==> src/rtl/i2cms_pkg.sv <==
`timescale 1ns / 1ps
`default_nettype none
// shared codes and types of the i2c master transfer sequencer
// no dependencies; used by the step logic, the top level and the checker
package i2cms_pkg;

  // operation codes of an input word
  localparam logic OP_BEGIN = 1'b0;
  localparam logic OP_EVENT = 1'b1;

  // transfer phases
  localparam logic [2:0] PH_IDLE   = 3'd0;
  localparam logic [2:0] PH_ADDR   = 3'd1;
  localparam logic [2:0] PH_SUB    = 3'd2;
  localparam logic [2:0] PH_RSTART = 3'd3;
  localparam logic [2:0] PH_WRITE  = 3'd4;
  localparam logic [2:0] PH_READ   = 3'd5;

  // bus actions
  localparam logic [2:0] ACT_NONE   = 3'd0;
  localparam logic [2:0] ACT_START  = 3'd1;
  localparam logic [2:0] ACT_SEND   = 3'd2;
  localparam logic [2:0] ACT_RSTART = 3'd3;
  localparam logic [2:0] ACT_RECV   = 3'd4;
  localparam logic [2:0] ACT_STOP   = 3'd5;

  // completion status
  localparam logic [2:0] ST_OK      = 3'd0;
  localparam logic [2:0] ST_BUSY    = 3'd1;
  localparam logic [2:0] ST_ARB     = 3'd2;
  localparam logic [2:0] ST_NAK     = 3'd3;
  localparam logic [2:0] ST_ADDRNAK = 3'd4;

  // longest subaddress in bytes
  localparam logic [2:0] SUB_MAX = 3'd4;

  typedef struct packed {
    logic [2:0]  phase;
    logic [6:0]  target_address;
    logic        reading;
    logic [31:0] pending_subaddress;
    logic [2:0]  subaddress_left;
    logic [15:0] data_left;
  } seq_state_t;

  typedef struct packed {
    logic        operation;
    logic [6:0]  slave_address;
    logic        read_not_write;
    logic [31:0] subaddress;
    logic [2:0]  subaddress_bytes;
    logic [15:0] data_count;
    logic        bus_busy;
    logic        arbitration_lost;
    logic        no_ack;
    logic [7:0]  received_byte;
    logic [7:0]  write_byte;
  } item_t;

  typedef struct packed {
    logic [2:0] bus_action;
    logic [7:0] tx_byte;
    logic       nak_next;
    logic       read_valid;
    logic [7:0] read_byte;
    logic [2:0] status;
    logic       done_res;
  } result_t;

endpackage
`default_nettype wire

==> src/rtl/i2cms_ifs.sv <==
`timescale 1ns / 1ps
`default_nettype none
// valid/ready channel interfaces: begin/event words in, bus decision words out
// depends on nothing but the port widths of the sequencer
interface i2cms_req_if;
  logic        valid;
  logic        ready;
  logic        operation;
  logic [6:0]  slave_address;
  logic        read_not_write;
  logic [31:0] subaddress;
  logic [2:0]  subaddress_bytes;
  logic [15:0] data_count;
  logic        bus_busy;
  logic        arbitration_lost;
  logic        no_ack;
  logic [7:0]  received_byte;
  logic [7:0]  write_byte;

  modport source (
    output valid, operation, slave_address, read_not_write, subaddress, subaddress_bytes,
           data_count, bus_busy, arbitration_lost, no_ack, received_byte, write_byte,
    input  ready
  );
  modport sink (
    input  valid, operation, slave_address, read_not_write, subaddress, subaddress_bytes,
           data_count, bus_busy, arbitration_lost, no_ack, received_byte, write_byte,
    output ready
  );
endinterface

interface i2cms_rsp_if;
  logic       valid;
  logic       ready;
  logic [2:0] bus_action;
  logic [7:0] tx_byte;
  logic       nak_next;
  logic       read_valid;
  logic [7:0] read_byte;
  logic [2:0] status;
  logic       done_res;

  modport source (
    output valid, bus_action, tx_byte, nak_next, read_valid, read_byte, status, done_res,
    input  ready
  );
  modport sink (
    input  valid, bus_action, tx_byte, nak_next, read_valid, read_byte, status, done_res,
    output ready
  );
endinterface
`default_nettype wire

==> src/rtl/i2c_master_transfer_sequencer.sv <==
`timescale 1ns / 1ps
`default_nettype none
// top level of the i2c master transfer sequencer: state register and output word register
// depends on i2cms_pkg, i2cms_ifs (i2cms_req_if, i2cms_rsp_if) and i2cms_step
//
//   channel | dir | word contents
//   --------+-----+-----------------------------------------------------------------
//   req     | in  | begin (address, direction, subaddress, count, busy) or byte-done
//           |     | event (arbitration lost, no ack, received byte, next write byte)
//   rsp     | out | bus action, tx byte, nak for next byte, read byte, status, done
//
// every req word gives exactly one rsp word, in the cycle after it is taken
// one word per cycle while rsp is not stalled: the state update and the decision are one pass of i2cms_step
// req.ready is high whenever the output register is empty or drains in the same cycle
// a stalled rsp holds its word and holds off req; no other back pressure
// synchronous active-high reset returns the sequencer to idle with an empty output
module i2c_master_transfer_sequencer (
  input  wire           clk,
  input  wire           rst,
  i2cms_req_if.sink     req,
  i2cms_rsp_if.source   rsp
);
  import i2cms_pkg::*;

  seq_state_t state;
  seq_state_t state_next;
  item_t      item;
  result_t    result;
  result_t    result_next;
  logic       out_valid;
  logic       accept;

  // gather the incoming word
  assign item.operation        = req.operation;
  assign item.slave_address    = req.slave_address;
  assign item.read_not_write   = req.read_not_write;
  assign item.subaddress       = req.subaddress;
  assign item.subaddress_bytes = req.subaddress_bytes;
  assign item.data_count       = req.data_count;
  assign item.bus_busy         = req.bus_busy;
  assign item.arbitration_lost = req.arbitration_lost;
  assign item.no_ack           = req.no_ack;
  assign item.received_byte    = req.received_byte;
  assign item.write_byte       = req.write_byte;

  // take a new word when the output slot is free or being emptied
  assign req.ready = !out_valid || rsp.ready;
  assign accept    = req.valid && req.ready;

  i2cms_step u_step (
    .cur  (state),
    .item (item),
    .nxt  (state_next),
    .res  (result_next)
  );

  // transfer state, moves only on a taken word
  always_ff @(posedge clk) begin
    if (rst) begin
      state <= '{PH_IDLE, 7'd0, 1'b0, 32'd0, 3'd0, 16'd0};
    end else if (accept) begin
      state <= state_next;
    end
  end

  // output word register
  always_ff @(posedge clk) begin
    if (rst) begin
      out_valid <= 1'b0;
    end else if (accept) begin
      out_valid <= 1'b1;
    end else if (rsp.ready) begin
      out_valid <= 1'b0;
    end
  end

  always_ff @(posedge clk) begin
    if (accept) begin
      result <= result_next;
    end
  end

  assign rsp.valid      = out_valid;
  assign rsp.bus_action = result.bus_action;
  assign rsp.tx_byte    = result.tx_byte;
  assign rsp.nak_next   = result.nak_next;
  assign rsp.read_valid = result.read_valid;
  assign rsp.read_byte  = result.read_byte;
  assign rsp.status     = result.status;
  assign rsp.done_res   = result.done_res;

endmodule
`default_nettype wire

==> src/rtl/i2cms_step.sv <==
`timescale 1ns / 1ps
`default_nettype none
// next-state and result logic for one begin or byte-done word
// depends on i2cms_pkg
module i2cms_step (
  input  i2cms_pkg::seq_state_t cur,
  input  i2cms_pkg::item_t      item,
  output i2cms_pkg::seq_state_t nxt,
  output i2cms_pkg::result_t    res
);
  import i2cms_pkg::*;

  logic [15:0] dl_dec;
  logic [2:0]  sl_dec;
  logic [2:0]  sub_n;
  logic        dirbit;
  logic [7:0]  sub_byte;
  seq_state_t  sd_state;
  result_t     sd_res;

  assign dl_dec = cur.data_left - 16'd1;
  assign sl_dec = cur.subaddress_left - 3'd1;
  assign sub_n  = (item.subaddress_bytes > SUB_MAX) ? SUB_MAX : item.subaddress_bytes;
  assign dirbit = (item.read_not_write && sub_n != 3'd0) ? 1'b0 : item.read_not_write;

  // subaddress goes out high byte first
  always_comb begin
    unique case (sl_dec[1:0])
      2'd0:    sub_byte = cur.pending_subaddress[7:0];
      2'd1:    sub_byte = cur.pending_subaddress[15:8];
      2'd2:    sub_byte = cur.pending_subaddress[23:16];
      default: sub_byte = cur.pending_subaddress[31:24];
    endcase
  end

  // entry into the data phase, or a stop when no data bytes are left
  always_comb begin
    sd_state = cur;
    sd_res   = '0;
    if (cur.data_left == 16'd0) begin
      sd_state.phase  = PH_IDLE;
      sd_res.bus_action = ACT_STOP;
      sd_res.status   = ST_OK;
      sd_res.done_res = 1'b1;
    end else if (cur.reading) begin
      sd_state.phase    = PH_READ;
      sd_res.bus_action = ACT_RECV;
      sd_res.nak_next   = (cur.data_left == 16'd1);
    end else begin
      sd_state.phase     = PH_WRITE;
      sd_state.data_left = dl_dec;
      sd_res.bus_action  = ACT_SEND;
      sd_res.tx_byte     = item.write_byte;
    end
  end

  always_comb begin
    nxt = cur;
    res = '0;
    if (item.operation == OP_BEGIN) begin
      if (cur.phase == PH_IDLE) begin
        if (item.bus_busy) begin
          res.status   = ST_BUSY;
          res.done_res = 1'b1;
        end else begin
          nxt.phase              = PH_ADDR;
          nxt.target_address     = item.slave_address;
          nxt.reading            = item.read_not_write;
          nxt.pending_subaddress = item.subaddress;
          nxt.subaddress_left    = sub_n;
          nxt.data_left          = item.data_count;
          res.bus_action         = ACT_START;
          res.tx_byte            = {item.slave_address, dirbit};
        end
      end
    end else begin
      unique case (cur.phase)
        PH_ADDR, PH_SUB, PH_WRITE: begin
          priority if (item.arbitration_lost) begin
            nxt.phase      = PH_IDLE;
            res.bus_action = ACT_STOP;
            res.status     = ST_ARB;
            res.done_res   = 1'b1;
          end else if (item.no_ack) begin
            nxt.phase      = PH_IDLE;
            res.bus_action = ACT_STOP;
            res.status     = ST_NAK;
            res.done_res   = 1'b1;
          end else if (cur.phase == PH_WRITE) begin
            nxt = sd_state;
            res = sd_res;
          end else if (cur.subaddress_left != 3'd0) begin
            nxt.subaddress_left = sl_dec;
            nxt.phase           = PH_SUB;
            res.bus_action      = ACT_SEND;
            res.tx_byte         = sub_byte;
          end else if (cur.phase == PH_SUB && cur.reading) begin
            nxt.phase      = PH_RSTART;
            res.bus_action = ACT_RSTART;
            res.tx_byte    = {cur.target_address, 1'b1};
          end else begin
            nxt = sd_state;
            res = sd_res;
          end
        end
        PH_RSTART: begin
          if (item.arbitration_lost || item.no_ack) begin
            nxt.phase      = PH_IDLE;
            res.bus_action = ACT_STOP;
            res.status     = ST_ADDRNAK;
            res.done_res   = 1'b1;
          end else begin
            nxt = sd_state;
            res = sd_res;
          end
        end
        PH_READ: begin
          if (item.arbitration_lost) begin
            nxt.phase      = PH_IDLE;
            res.bus_action = ACT_STOP;
            res.status     = ST_ARB;
            res.done_res   = 1'b1;
          end else begin
            nxt.data_left  = dl_dec;
            res.read_valid = 1'b1;
            res.read_byte  = item.received_byte;
            if (dl_dec == 16'd0) begin
              nxt.phase      = PH_IDLE;
              res.bus_action = ACT_STOP;
              res.done_res   = 1'b1;
            end else begin
              res.bus_action = ACT_RECV;
              res.nak_next   = (dl_dec == 16'd1);
            end
          end
        end
        default: begin
          // idle or unused phase code: event ignored
        end
      endcase
    end
  end

endmodule
`default_nettype wire

==> src/flat_wrapper.sv <==
// flat-port wrapper written by rule: the top's interface ports become plain ports
module i2c_master_transfer_sequencer_flat import i2cms_pkg::*;
  (clk, rst, req_valid, req_operation, req_slave_address, req_read_not_write, req_subaddress, req_subaddress_bytes, req_data_count, req_bus_busy, req_arbitration_lost, req_no_ack, req_received_byte, req_write_byte, req_ready, rsp_valid, rsp_bus_action, rsp_tx_byte, rsp_nak_next, rsp_read_valid, rsp_read_byte, rsp_status, rsp_done_res, rsp_ready);
  i2cms_req_if req_i ();
  i2cms_rsp_if rsp_i ();
  input  wire clk;
  input  wire rst;
  input wire logic [$bits(req_i.valid)-1:0] req_valid;
  input wire logic [$bits(req_i.operation)-1:0] req_operation;
  input wire logic [$bits(req_i.slave_address)-1:0] req_slave_address;
  input wire logic [$bits(req_i.read_not_write)-1:0] req_read_not_write;
  input wire logic [$bits(req_i.subaddress)-1:0] req_subaddress;
  input wire logic [$bits(req_i.subaddress_bytes)-1:0] req_subaddress_bytes;
  input wire logic [$bits(req_i.data_count)-1:0] req_data_count;
  input wire logic [$bits(req_i.bus_busy)-1:0] req_bus_busy;
  input wire logic [$bits(req_i.arbitration_lost)-1:0] req_arbitration_lost;
  input wire logic [$bits(req_i.no_ack)-1:0] req_no_ack;
  input wire logic [$bits(req_i.received_byte)-1:0] req_received_byte;
  input wire logic [$bits(req_i.write_byte)-1:0] req_write_byte;
  output wire logic [$bits(req_i.ready)-1:0] req_ready;
  output wire logic [$bits(rsp_i.valid)-1:0] rsp_valid;
  output wire logic [$bits(rsp_i.bus_action)-1:0] rsp_bus_action;
  output wire logic [$bits(rsp_i.tx_byte)-1:0] rsp_tx_byte;
  output wire logic [$bits(rsp_i.nak_next)-1:0] rsp_nak_next;
  output wire logic [$bits(rsp_i.read_valid)-1:0] rsp_read_valid;
  output wire logic [$bits(rsp_i.read_byte)-1:0] rsp_read_byte;
  output wire logic [$bits(rsp_i.status)-1:0] rsp_status;
  output wire logic [$bits(rsp_i.done_res)-1:0] rsp_done_res;
  input wire logic [$bits(rsp_i.ready)-1:0] rsp_ready;
  assign req_i.valid = req_valid;
  assign req_i.operation = req_operation;
  assign req_i.slave_address = req_slave_address;
  assign req_i.read_not_write = req_read_not_write;
  assign req_i.subaddress = req_subaddress;
  assign req_i.subaddress_bytes = req_subaddress_bytes;
  assign req_i.data_count = req_data_count;
  assign req_i.bus_busy = req_bus_busy;
  assign req_i.arbitration_lost = req_arbitration_lost;
  assign req_i.no_ack = req_no_ack;
  assign req_i.received_byte = req_received_byte;
  assign req_i.write_byte = req_write_byte;
  assign req_ready = req_i.ready;
  assign rsp_valid = rsp_i.valid;
  assign rsp_bus_action = rsp_i.bus_action;
  assign rsp_tx_byte = rsp_i.tx_byte;
  assign rsp_nak_next = rsp_i.nak_next;
  assign rsp_read_valid = rsp_i.read_valid;
  assign rsp_read_byte = rsp_i.read_byte;
  assign rsp_status = rsp_i.status;
  assign rsp_done_res = rsp_i.done_res;
  assign rsp_i.ready = rsp_ready;
  i2c_master_transfer_sequencer u_core (.clk(clk), .rst(rst), .req(req_i), .rsp(rsp_i));
endmodule
==> config.mk <==
export PLATFORM = sky130hd
export DESIGN_NAME = i2c_master_transfer_sequencer_flat
export DESIGN_NICKNAME = d
export VERILOG_FILES = /design/src/rtl/i2cms_pkg.sv /design/src/rtl/i2cms_ifs.sv /design/src/rtl/i2c_master_transfer_sequencer.sv /design/src/rtl/i2cms_step.sv /design/src/flat_wrapper.sv
export SDC_FILE = /design/constraint.sdc
export NUM_CORES = 1
export LEC_CHECK = 0
export ABC_CLOCK_PERIOD_IN_PS = 3300
export BUFFER_PORTS_ARGS = -buffer_cell sky130_fd_sc_hd__buf_4
export CAP_MARGIN = 20
export CELL_PAD_IN_SITES_DETAIL_PLACEMENT = 0
export CELL_PAD_IN_SITES_GLOBAL_PLACEMENT = 1
export CORE_ASPECT_RATIO = 0.5
export CORE_MARGIN = 3
export CORE_UTILIZATION = 42
export DETAILED_ROUTE_END_ITERATION = 10
export PLACE_DENSITY_LB_ADDON = 0.1
export SLEW_MARGIN = 20
export SYNTH_ARGS = -nofsm -noshare
export SYNTH_HDL_FRONTEND = slang
export SYNTH_HIERARCHICAL = 1
export SYNTH_SLANG_ARGS = --single-unit
==> constraint.sdc <==
create_clock -name clk -period 3.3 [get_ports clk]
set_input_delay 0.495 -clock clk [delete_from_list [all_inputs] [get_ports clk]]
set_output_delay 0.495 -clock clk [all_outputs]
set_load 0.02 [all_outputs]
* Word level (Yosys, flattened, before mapping)
Cells that the tools add are included.
** Word-level totals
- Register bits after elaboration :: 88
- Output and inout port bits :: 27
- Word-level logic and storage cells :: 128
** Cells by class
- $add $sub $neg :: 2
- Order comparisons :: 1
- Equality and inequality tests :: 24
- Multiplexer cells :: 66
- Bitwise logic cells :: 2
- Reduce and logical (&&, ||, !) cells :: 19
** Operators with widths (number)
- 62-bit two-way mux :: 4
- 59-bit two-way mux :: 2
- 16-bit two-way mux :: 6
- 43-bit one-hot mux with 2 select lines :: 1
- 18-bit two-way mux :: 3
- 3-bit two-way mux :: 16
- 16-bit one-hot mux with 3 select lines :: 1
- 14-bit one-hot mux with 3 select lines :: 1
- 11-bit two-way mux :: 3
- 16-bit by 1-bit equality test with 1-bit output, second input constant :: 2
- 16-bit zero test :: 2
- 14-bit two-way mux :: 2
- 9-bit two-way mux :: 3
- 25-bit two-way mux :: 1
- 8-bit one-hot mux with 3 select lines :: 1
- 3-bit one-hot mux with 3 select lines :: 2
- 4-bit two-way mux :: 4
- 8-bit one-hot mux with 2 select lines :: 1
- 16-bit by 1-bit subtractor with 16-bit output, second input constant :: 1
- 3-bit != test, second input constant :: 4
- 4-bit != test, second input constant :: 3
- 1-bit two-way mux :: 10
- 10-bit two-way mux :: 1
- 2-bit != test, second input constant :: 5
- 24 further kinds :: 35

* Logic depth before layout (Yosys ltp)
- Depth in word-level cells :: 10
- Mapped depth :: 12
- Depth with buffers taken out :: 10

* Hierarchy
The synthesis kept the hierarchy.
** By module, submodules not included
- i2c_master_transfer_sequencer :: times used 1, cells an instance 313, area an instance 3641.0 µm²
- i2cms_step :: times used 1, cells an instance 531, area an instance 2914.0 µm²

* Worst setup path before layout
Ideal clock, no wire load.
- Path type :: reg-to-reg
- From :: reg u_core/state[1] (netlist name)
- To :: reg u_core/state[9] (netlist name)
- Library setup time :: 125 ps
- Data arrival time :: 2530 ps
- Slack :: 645 ps
- Cell stages (with the launch flop) :: 13
- Buffers on the path :: 2
- Cells stage by stage :: dfxtp_1 > inv_1 > ha_1 > or3b_1 > clkbuf_1 > o41a_1 > and2_4 > buf_6 > o21ai_4 > nor3_1 > o31a_1 > nand3_1 > a21oi_2
** RTL lines
- start, declared :: line i2c_master_transfer_sequencer.sv:25 : seq_state_t state;
- start signal, assigned :: line i2c_master_transfer_sequencer.sv:60 : state <= '{PH_IDLE, 7'd0, 1'b0, 32'd0, 3'd0, 16'd0};
- start signal, assigned :: line i2c_master_transfer_sequencer.sv:62 : state <= state_next;

==> run summary <==
run status -> complete, no violations
number of flops mapped to enable cells by yosys -> 25
data required time of the worst path -> 3.49 ns
number of port buffers -> 109
arrival time worst endpoint -> 3.16 ns
remaining antenna violation count after routing -> 0
placed wire-length estimate after detailed placement -> 14.16 mm
worst hold start -> req_received_byte[1]
die area -> 17230 sq um
number of standard cells in the layout, taps in and fillers out -> 1120
largest buffer count on any clock path -> 2
total met2 wirelength after detailed routing -> 8.915 mm
global router's overall resource usage -> 23.84%
via count of the routed design -> 6540
die width -> 182.7 microns
most used cells in the layout excluding fill and tap cells -> nand2_1, buf_4, nand3_1
number of design rule violations left after detail routing -> 0
ANT cells -> 0
Max Fanout on Critical Path -> 9
Crit. End Element -> register
hold violation count in the final report -> 0
largest clock skew in the final design -> 0.01049 ns
adder and majority cell fraction of the synthesized area -> 1.718%
areal power density over the cells -> 388.3 nW/um^2
cell count after synthesis -> 844
later-pin clock latency in the skew report -> 0.35 ns
Reg2Reg Capture Point -> u_core/state[9]
Post-Route Utilization -> 52.41%
XOR/XNOR Fraction of Synth Area -> 2.539%
largest net degree at the start of global routing -> 74
wire length the detailed router placed on met1 -> 10.37 mm
crit path max-delay cell type -> nor4_4
average wire length per cell after detail routing -> 18.52 microns
Worst Setup Slack, final -> 0.3256 ns
standard-cell rows -> 31
transition time at the pin with the least slew margin -> 0.9618 ns
layout overhead on the synthesized area -> 18.78%
Placed Cells incl. Taps -> 1104
initial drt markers -> 610
hold buffers post-CTS -> 0
Clock Pin Slew Worst Setup and Hold Paths -> 0.07 ns
initial antenna violation count -> 0
count of final max-slew check failures -> 0
Post-Syn Area -> 6555 sq um
slack of the worst reg-to-reg path -> 0.33 ns
category of cells accounting for the largest share of critical-path delay -> simple AND/OR/NAND/NOR gates
slew margin rel. -> 35.88%
average footprint of a synthesized cell -> 7.767 sq um
ports placed on the boundary -> 110
Final Setup Violations -> 0
root buffer cell -> clkbuf_16
total met3 wirelength after detailed routing -> 1.246 mm
Post-layout nets -> 1009
Final period util -> 90.13%
endpoint of the worst hold-timing path -> u_core/rsp.read_byte[1]
max-capacitance violation count -> 0
number of cells traversed by the worst hold path -> 2
fmax -> 0.3362 GHz
Post-Place Worst Slack -> 0.4167 ns
worst hold-check path type -> input port to register
Post-Syn Nets -> 936
Worst R2R Start -> u_core/state[1]
CTS tree -> yes
number of global-route vias before repair -> 6093
H-Tree Level Count -> 3
count of buffering cells on the critical path with inverters included -> 1
final weighted congestion in routability-driven placement -> 0.9486
proportion of synthesized chip area in sequential cells -> 30.69%
ys async rst share -> 0%
Num CTS Buffers -> 9
Max VDD drop -> 0.2344 mV
post-route minimum period -> 2.974 ns
vias per cell -> 5.839
Setup TNS Final -> 0 ns
Core ar. -> 14860 sq um
area share of and/or/nand/nor cells after synthesis -> 26.80%
detailed-routing iteration count for the pre-antenna-repair pass -> 5
total number of clock tree sinks -> 88
Top Layer Used -> met4
combinational family with the most area after synthesis -> compound AO/OA/AOI/OAI gates
Post-CTS Setup Inserts -> 0
Worst Path Class, Setup -> register to register
crit-path cells -> inv_1 -> ha_1 -> or3b_1 -> nor4_4 -> a211oi_4 -> o21ai_4 -> nor3_1 -> o31a_1 -> nand3_1 -> a21oi_2
most common library cell in the layout ignoring fill and taps -> nand2_1
Synthesis Warnings -> 6
total leakage power -> 0.003005 uW
unrepaired setup endpoints after global routing -> no
Cell variety after synth -> 75
kind of launch point of the worst setup path -> register
total detailed-routing wirelength -> 20.74 mm
cells on worst reg2reg path -> 10
multiplexer area fraction after synthesis -> 0.3436%
highest cell delay on the worst timing path -> 0.51 ns
Resized Gates After CTS -> 0
GRT overflow -> 0
compound-gate portion of the synthesized area -> 30.92%
flip-flop cell with the highest count after synthesis -> dfxtp_1
first-pass GRT wire length -> 33.13 mm
post-synthesis register bit count -> 88
layout cell share with drive strength beyond 1 -> 22.02%
Die H -> 94.34 microns
effective utilization at floorplan -> 44.13%
## power breakdown
group	switching (uW)	internal, uW
clock network	479	613
registers	48.3	1160
logic	433	290
total	961	2060
## cells by family (layout without fill, tap and decap cells)
group / count (synthesis) / in the layout
and+or+nand+nor: 373 / 373
AOI/OAI and AO/OA: 265 / 265
DFF: 88 / 88
buffers and inverters: 88 / 166
xor gates and xnor gates: 19 / 19
adders and majority gates: 9 / 9
muxes: 2 / 2
## registers in the layout, summed over array words and instances (netlist names)
register               count
u_core/state              62
u_core/rsp.read_byte       8
u_core/rsp.tx_byte         8
u_core/rsp.bus_action      3
u_core/rsp.status          3
u_core/rsp.done_res        1
u_core/rsp.nak_next        1
u_core/rsp.read_valid      1
u_core/rsp.valid           1
## per-stage QoR
stage | power (uW) | hold slack (ns) | instance area, sq um
final | 3023 | 0.4281 | 7786
after global routing | 3167 | 0.4167 | 7786
after CTS | 3042 | 0.4178 | 7786
after detailed placement | 1942 | 0.5606 | 7470
after global placement | 1943 | 0.5516 | 7470
after floorplan | 1694 | 0.5381 | 6555
## layout make-up
class                   instances  area (sq um)
repair buffers                139          1081
clock inverters                 5         41.29
flip-flops and latches         88          2012
fillers                      1472          7069
well taps                     198         247.7
multi-input cells             668          4088
inverters                      11         41.29
clock buffers                  11         275.3
## cell usage after synthesis (all sizes together), types with 3 or more instances
cell	count	area, sq um
a222oi	8	80.08
a21bo	62	620.6
nor2b	5	31.28
or4	5	45.04
nand2b	4	32.53
nand3b	4	30.03
o21ai	30	165.2
nor2	39	146.4
a31oi	3	18.77
clkbuf	46	175.2
xor2	9	78.83
o21a	3	22.52
nor3b	4	30.03
nand4	4	25.02
nor4	10	77.57
o31ai	3	22.52
a211oi	8	72.57
xnor2	10	87.58
a21oi	101	625.6
and2	11	71.32
and3	10	62.56
a221oi	5	43.79
inv	10	37.54
o211ai	3	22.52
dfxtp	63	1261
nand3	72	360.4
edfxtp	25	750.7
nor3	15	75.07
ha	9	112.6
o2111ai	5	43.79
o32ai	3	26.28
a22oi	7	52.55
nand2	178	668.1
buf	31	241.5
## layer usage
metal  vias up  GRT usage (%)
met5         -              0
met4         0          4.560
met3        18          3.925
met2       226          36.39
met1      3116          35.62
li1       3180              -
## worst max-delay path by stage
stage,from,to,slack [ns],cells after the start
floorplan,u_core/state[1],u_core/state[9],0.65,12
global placement,u_core/state[1],u_core/state[9],0.47,10
CTS,u_core/state[1],u_core/state[9],0.40,10
finish,u_core/state[1],u_core/state[9],0.33,10
detailed placement,u_core/state[1],u_core/state[9],0.42,10
global route,u_core/state[1],u_core/state[12],0.16,10
(Power assumes the default switching activity.)
